==> src/hw/rtl/vow_pkg.sv <==
package vow_pkg;

  localparam int COORD_W     = 24;
  localparam int SHIFT_W     = 5;
  localparam int OP_W        = 2;
  localparam int INDEX_W     = 12;
  localparam int CFG_IDX_W   = 2;
  localparam int CFG_DATA_W  = 24;
  localparam int IN_DATA_W   = 80;
  localparam int OUT_DATA_W  = 16;
  // Point minus center plus half size needs two bits beyond the coordinate.
  localparam int REL_W       = 26;

  localparam logic [SHIFT_W-1:0] SHIFT_MIN   = 5'd1;
  localparam logic [SHIFT_W-1:0] SHIFT_MAX   = 5'd16;
  localparam logic [SHIFT_W-1:0] SHIFT_RESET = 5'd6;

  typedef enum logic [OP_W-1:0] {
    OP_INSERT = 2'd0,
    OP_QUERY  = 2'd1,
    OP_WINDOW = 2'd2,
    OP_CLEAR  = 2'd3
  } op_t;

  typedef enum logic [CFG_IDX_W-1:0] {
    CFG_CENTER_X   = 2'd0,
    CFG_CENTER_Y   = 2'd1,
    CFG_CENTER_Z   = 2'd2,
    CFG_CELL_SHIFT = 2'd3
  } cfg_reg_t;

  typedef enum logic [3:0] {
    ST_INIT_CLR,
    ST_IDLE,
    ST_REL,
    ST_QUANT,
    ST_MUL1,
    ST_MUL2,
    ST_READ,
    ST_CLR,
    ST_RESULT
  } state_t;

  typedef struct packed {
    logic load_in;
    logic en_rel;
    logic en_quant;
    logic en_mul1;
    logic en_mul2;
    logic rd;
    logic clr_wr;
    logic ins_wr;
    logic load_out;
  } cmd_t;

  typedef struct packed {
    logic op_clear;
    logic clr_last;
  } sts_t;

endpackage

==> src/hw/rtl/vow_ctrl.sv <==
module vow_ctrl
  import vow_pkg::*;
(
  input  logic clk,
  input  logic rst_n,
  input  logic in_tvalid,
  output logic in_tready,
  output logic out_tvalid,
  input  logic out_tready,
  output cmd_t cmd,
  input  sts_t sts
);

  state_t state_r, state_nxt;
  logic   out_tvalid_r, out_tvalid_nxt;

  always_ff @(posedge clk) begin
    if (!rst_n) begin
      state_r      <= ST_INIT_CLR;
      out_tvalid_r <= 1'b0;
    end else begin
      state_r      <= state_nxt;
      out_tvalid_r <= out_tvalid_nxt;
    end
  end

  always_comb begin
    state_nxt = state_r;
    cmd       = '0;
    in_tready = 1'b0;
    case (state_r)
      ST_INIT_CLR: begin
        cmd.clr_wr = 1'b1;
        if (sts.clr_last) begin
          state_nxt = ST_IDLE;
        end
      end
      ST_IDLE: begin
        in_tready   = 1'b1;
        cmd.load_in = in_tvalid;
        if (in_tvalid) begin
          state_nxt = ST_REL;
        end
      end
      ST_REL: begin
        cmd.en_rel = 1'b1;
        state_nxt  = ST_QUANT;
      end
      ST_QUANT: begin
        cmd.en_quant = 1'b1;
        state_nxt    = ST_MUL1;
      end
      ST_MUL1: begin
        cmd.en_mul1 = 1'b1;
        state_nxt   = ST_MUL2;
      end
      ST_MUL2: begin
        cmd.en_mul2 = 1'b1;
        state_nxt   = sts.op_clear ? ST_CLR : ST_READ;
      end
      ST_READ: begin
        cmd.rd    = 1'b1;
        state_nxt = ST_RESULT;
      end
      ST_CLR: begin
        cmd.clr_wr = 1'b1;
        if (sts.clr_last) begin
          state_nxt = ST_RESULT;
        end
      end
      ST_RESULT: begin
        // The store is updated in the same cycle the result is loaded.
        if (!out_tvalid_r || out_tready) begin
          cmd.load_out = 1'b1;
          cmd.ins_wr   = 1'b1;
          state_nxt    = ST_IDLE;
        end
      end
      default: begin
        state_nxt = ST_IDLE;
      end
    endcase
  end

  always_comb begin
    out_tvalid_nxt = out_tvalid_r;
    if (cmd.load_out) begin
      out_tvalid_nxt = 1'b1;
    end else if (out_tready) begin
      out_tvalid_nxt = 1'b0;
    end
  end

  assign out_tvalid = out_tvalid_r;

endmodule

==> config.mk <==
export PLATFORM = sky130hd
export DESIGN_NAME = vow_ctrl
export DESIGN_NICKNAME = d
export VERILOG_FILES = /design/src/hw/rtl/vow_pkg.sv /design/src/hw/rtl/vow_ctrl.sv
export SDC_FILE = /design/constraint.sdc
export NUM_CORES = 1
export LEC_CHECK = 0
export ABC_AREA = 1
export BUFFER_PORTS_ARGS = -buffer_cell sky130_fd_sc_hd__clkbuf_2
export CAP_MARGIN = 20
export CORE_AREA = 2 2 39 41
export DETAILED_ROUTE_END_ITERATION = 8
export DIE_AREA = 0 0 41 43
export PLACE_DENSITY = 0.65
export SLEW_MARGIN = 15
export SYNTH_ARGS = -nofsm -noshare
export SYNTH_HDL_FRONTEND = slang
export SYNTH_SLANG_ARGS = --single-unit
==> constraint.sdc <==
create_clock -name clk -period 1.4 [get_ports clk]
set_input_delay 0.14 -clock clk [delete_from_list [all_inputs] [get_ports clk]]
set_output_delay 0.14 -clock clk [all_outputs]
set_load 0.01 [all_outputs]
==> results of run 1 <==
## path summary, 6_finish.rpt
kind         startpoint         end  slack (ns)  depth (start not counted)
max          state_r[2]      cmd[3]        0.09                          5
min               rst_n  state_r[3]        0.16                          3
max reg2reg  state_r[1]  state_r[1]        0.29                          7
min reg2reg  state_r[3]  state_r[3]        0.56                          2
## kinds of logic after synthesis
logic type | synth area share [%]
AOI/OAI and AO/OA | 2.69
buffers and inverters | 16.2
DFF | 24.0
and+or+nand+nor | 57.2
## report_power, final
part           switching, uW  total (uW)  internal (uW)
Sequential              90.9         299            208
Combinational            367         599            233
Clock                   64.5         173            108
## cell usage in the layout (no fill, tap or decap)
| cell | Yosys | routed |
|---|---|---|
| nand2_2 | 2 | 2 |
| inv_1 | 10 | 10 |
| clkbuf_1 | 0 | 1 |
| nor3_1 | 1 | 1 |
| nand3_2 | 1 | 1 |
| nor3_2 | 1 | 1 |
| o21ai_0 | 1 | 1 |
| nor2_1 | 11 | 10 |
| a31oi_1 | 1 | 1 |
| nand3_1 | 5 | 5 |
| or2_2 | 1 | 1 |
| clkbuf_2 | 0 | 16 |
| dfxtp_2 | 0 | 2 |
| nand2_1 | 17 | 17 |
| dfxtp_1 | 5 | 1 |
| clkbuf_4 | 0 | 3 |
| dfxtp_4 | 0 | 2 |
| nor2_4 | 3 | 4 |
| nor2_2 | 5 | 5 |
| inv_2 | 2 | 2 |
## tightest hold or removal path: stages
cell      delay, ns
clkbuf_2       0.12
nand2_1        0.09
nor2_2         0.03
## layer usage
layer	GRT usage (%)	vias to the layer above	share of wire, %
li1	-	239	-
met4	2.00	0	0
met5	0	-	0
met2	15.9	14	45
met1	17.3	184	47
met3	9.42	0	8.2
## Yosys cell counts
master,instances
nor2_4,3
nand2_1,17
o21ai_0,1
inv_2,2
nand2_2,2
nor3_2,1
nor2_1,11
a31oi_1,1
nor3_1,1
buf_4,3
nor2_2,5
or2_2,1
nand3_1,5
inv_1,10
dfxtp_1,5
nand3_2,1
## state kept, by name, indices dropped and copies added, names as in the netlist
register    flops
out_tvalid      1
state_r         4
## area by class of cell
cell class	instances	area, um^2	area share (%)
clock buffer	4	26.3	4.87
timing repair buffer	16	80.1	14.8
tap	16	20.0	3.71
multi-input combinational	49	258	47.8
inverter	12	45.0	8.35
sequential	5	110	20.4
## per-stage QoR
step / utilization [%] / setup WS (ns) / hold WS (ns) / cell area, um^2
floorplan: - / 0.318 / 0.272 / 418
global placement: 35.8 / 0.205 / 0.419 / 495
detailed placement: 35.8 / 0.179 / 0.426 / 495
CTS: 37.9 / 0.000621 / 0.157 / 524
global route: 39.0 / 0.00543 / 0.168 / 539
finish: 39.0 / 0.0940 / 0.165 / 539
## repair_timing
item	in CTS	in global routing
gates cloned	0	0
hold buffers	0	0
gates resized for setup	2	6
setup endpoints to repair	3	8
==> results.toml, run 1 <==
[cells_and_area]
diodes = 0
syn_to_final_growth_pct = 29.0
final_cells = 102
final_net_count = 93
fillers = 162
layout-drive-gt1-share_pct = 45.3

[synthesis]
syn_avg_cell_area_um2 = 6.06
synth_top_area_share_pct = 24.0
ys_ff_latch = 5
yosys_warnings = 0
synthesis.area_um2 = 418
synth_nets = 75
synth_area_leaders = "dfxtp_1, nand2_1, nor2_1"
synth_cell_types = 16
ys_seq_area_share_pct = 24.0
synthCells = 69
synth_area_leader_cell = "dfxtp_1"

[clock_tree]
clk_pin_slew_ns = 0.05
clk_latency_ns = 0.25
cts_buffers = 3
h-tree-depth = 1
cts_tree = "yes"
cts-root-buf = "clkbuf_4"
cts.sinks = 5
cts_buffer_depth = 2
post-cts-setup-buffer-count = 0

[flow_run]
drv_cap = 0

[global_routing]
grt_pass1_vias = 353
grt_max_degree = 9
overflow = 0
grt_pass1_wl_um = 1480
grt_usage_pct = 12.6
antenna_found_initial = 0

[power_and_ir_drop]
total_power_uw = 1070
vdd_drop_max_uv = 752
leakage_uw = 0.000313
p_per_area_nw_per_um2 = 1990

[setup_path]
worst_setup_path_end_kind = "output port"
path_delay_family = "flip-flops"
worst-setup-path-type = "reg -> out"
cpMaxStageDelayCell = "dfxtp_2"
max_stage_delay_ns = 0.38
worst-path-max-fanout = 5
crit_buf_inv = 2
worstPathCellList = "inv_1, nor2_4, nand2_1, nor2_1, clkbuf_2"
cp-start-kind = "register"
arrival_ns = 1.17
crit_required_ns = 1.26

[floorplan]
die_area_um2 = 1760
die_w_um = 41
start_util_pct = 30.2
fp.dieH_um = 43
io_pins = 17
core-area_um2 = 1380
rows = 14

[run_status]
status = "completed"

[drt]
wl_per_cell_um = 8.76
viasPerCell = 4.28
ant_nets = 0
drt-total-wl_um = 894
drc = 0
first_pass_iters = 2
vias = 437
drt_iter0_drc = 8

[timing]
fin_setup_tns_ns = 0
finalSetupViolations = 0
skew_ns = 0.00416
drv_slew = 0
finalCritPeriodShare_pct = 93.3
tightest_slew_ns = 0.211
fmax_ghz = 0.766
hold_violations = 0
rsz0062_at_grt = "false"
relSlewSlack_pct = 85.9
period_minus_slack_ns = 1.31

[place]
portBuffers = 16
globalplace.congestion = 0.837
dp.cells = 98
dpl.hpwl_um = 718

[worst_hold_path]
worstHoldPathType = "in -> reg"
(Power assumes the default switching activity.)
==> inputs of run 2 (changes only) <==
--- a/config.mk
+++ b/config.mk
@@ -7,7 +7,6 @@
 export LEC_CHECK = 0
 export ABC_AREA = 1
 export BUFFER_PORTS_ARGS = -buffer_cell sky130_fd_sc_hd__clkbuf_2
-export CAP_MARGIN = 20
 export CORE_AREA = 2 2 39 41
 export DETAILED_ROUTE_END_ITERATION = 8
 export DIE_AREA = 0 0 41 43
==> constraint.sdc (replaced) <==
create_clock -name clk -period 1.3 [get_ports clk]
set_input_delay 0.13 -clock clk [delete_from_list [all_inputs] [get_ports clk]]
set_output_delay 0.13 -clock clk [all_outputs]
set_load 0.01 [all_outputs]
==> run 2 against run 1 <==
Against the previous run: total power rose by 27%; critical path type unchanged; combinational power rose by 41%; routed wire length rose by 11%; non-clock buffer count rose by 6; largest cell class unchanged; sequential power rose by 13%; die area did not move; register-to-register slack got worse by 0.18 ns; via count rose by 11%; critical endpoint unchanged.
==> results.toml, run 2 (synthesized netlist as in run 1, its figures left out) <==
[place]
portBuffers = 16
globalplace.congestion = 0.821
dpl.hpwl_um = 730
placed_area_um2 = 503

[timing]
finalCritPeriodShare_pct = 96.4
worst_hold_slack_ns = 0.155
drv_slew = 0
tightest_slew_ns = 0.294
finalSetupViolations = 0
skew_ns = 0.000991
period_minus_slack_ns = 1.25
relSlewSlack_pct = 80.4
hold_violations = 0
fmax_ghz = 0.798
fin_setup_tns_ns = 0
rsz0062_at_grt = "true"

[drt]
wl_per_cell_um = 9.19
ant_nets = 0
vias = 483
drt-total-wl_um = 993
drc = 0
drt_iter0_drc = 6
viasPerCell = 4.47
first_pass_iters = 4

[clock_tree]
h-tree-depth = 1
ctsHoldBuffers = 0
clk_latency_ns = 0.24
cts_buffer_depth = 2
cts.sinks = 5
cts_buffers = 3
clk_pin_slew_ns = 0.04
cts_tree = "yes"
cts-root-buf = "clkbuf_4"

[floorplan]
fp.dieH_um = 43
die_w_um = 41
die_area_um2 = 1760
rows = 14
start_util_pct = 30.2
core-area_um2 = 1380
io_pins = 17

[cells_and_area]
layout-drive-gt1-share_pct = 55.4
mostFrequentLayoutCells = "nand2_1, clkbuf_2, inv_1, nor2_1, nor2_4"
fin_area_um2 = 634
register_area_um2 = 115
fillers = 155
final_net_count = 99
diodes = 0
layout.cells.most_common = "nand2_1"
syn_to_final_growth_pct = 51.8
largest_reg_flops = 4
multi_input_area_um2 = 288
regMostFlops = "state_r"

[global_routing]
antenna_found_initial = 0
grt_pass1_vias = 402
grt_pass1_wl_um = 1480
grt_max_degree = 9
grt_usage_pct = 12.5
overflow = 0

[setup_path]
worst_setup_path_end_kind = "output port"
worst-setup-path-type = "reg -> out"
worst-path-max-fanout = 5
cp-start-kind = "register"
arrival_ns = 1.12
crit_buf_inv = 2
crit_required_ns = 1.17
path_delay_family = "flip-flops"
worstPathCellList = "inv_2, nor2_4, nand2_2, nor2_1, buf_2"
max_stage_delay_ns = 0.40
cpMaxStageDelayCell = "dfxtp_4"

[power_and_ir_drop]
p_per_area_nw_per_um2 = 2150
vdd_drop_max_uv = 829
leakage_uw = 0.000351

[worst_hold_path]
worstHoldPathType = "in -> reg"

[run_status]
status = "completed"

[flow_run]
drv_cap = 0
==> run 2: metal layers <==
layer / global-route usage [%] / vias to the layer above / routed length (um)
met3: 9.42 / 0 / 65
met2: 17.8 / 17 / 516
met1: 15.1 / 214 / 411
li1: - / 252 / -
met5: 0 / - / 0
met4: 2.00 / 0 / 0
==> run 2: layout make-up <==
type                    instances  share of cell area (%)
multi-input cells              49                    45.4
repair buffers                 22                    21.7
flip-flops and latches          5                    18.1
inverters                      12                    7.50
clock buffers                   4                    4.14
well taps                      16                    3.16
==> run 2: what timing repair did <==
action                                 in CTS  in global routing
gates resized for setup                     7                 20
setup buffers                               1                  4
gates cloned                                0                  0
setup endpoints to repair                   7                  9
pin swaps                                   1                  5
endpoints found under the hold margin       0                  0
==> run 2: path summary, 6_finish.rpt <==
kind	start	to	slack [ns]	depth (start not counted)
max reg2reg	state_r[2]	state_r[3]	0.11	8
max	state_r[2]	cmd[3]	0.05	5
min reg2reg	state_r[3]	state_r[3]	0.58	2
min	rst_n	state_r[1]	0.15	3
==> run 2: through the flow <==
stage,setup slack [ns],std cells,utilization (%),power [uW]
floorplan,0.218,69,-,805
global placement,0.104,99,36.3,970
detailed placement,0.0854,99,36.3,971
CTS,-0.00537,104,39.7,1210
global route,-0.0473,108,45.8,1510
finish,0.0469,108,45.8,1360
==> run 2: worst reg2reg max path, cell delays in order (launching register included) <==
cell,delay (ns)
dfxtp_4,0.40
nor2_4,0.07
buf_4,0.13
nand3_1,0.08
nand2_2,0.07
nor2_4,0.16
nand2_1,0.07
nand2_1,0.07
nor2_2,0.03
==> run 2: report_power, final <==
part | leakage, uW | internal [uW] | total [uW] | switching (uW)
sequential | 0.0000437 | 229 | 338 | 109
clock | 0.0000150 | 116 | 180 | 63.9
combinational | 0.000292 | 380 | 845 | 465
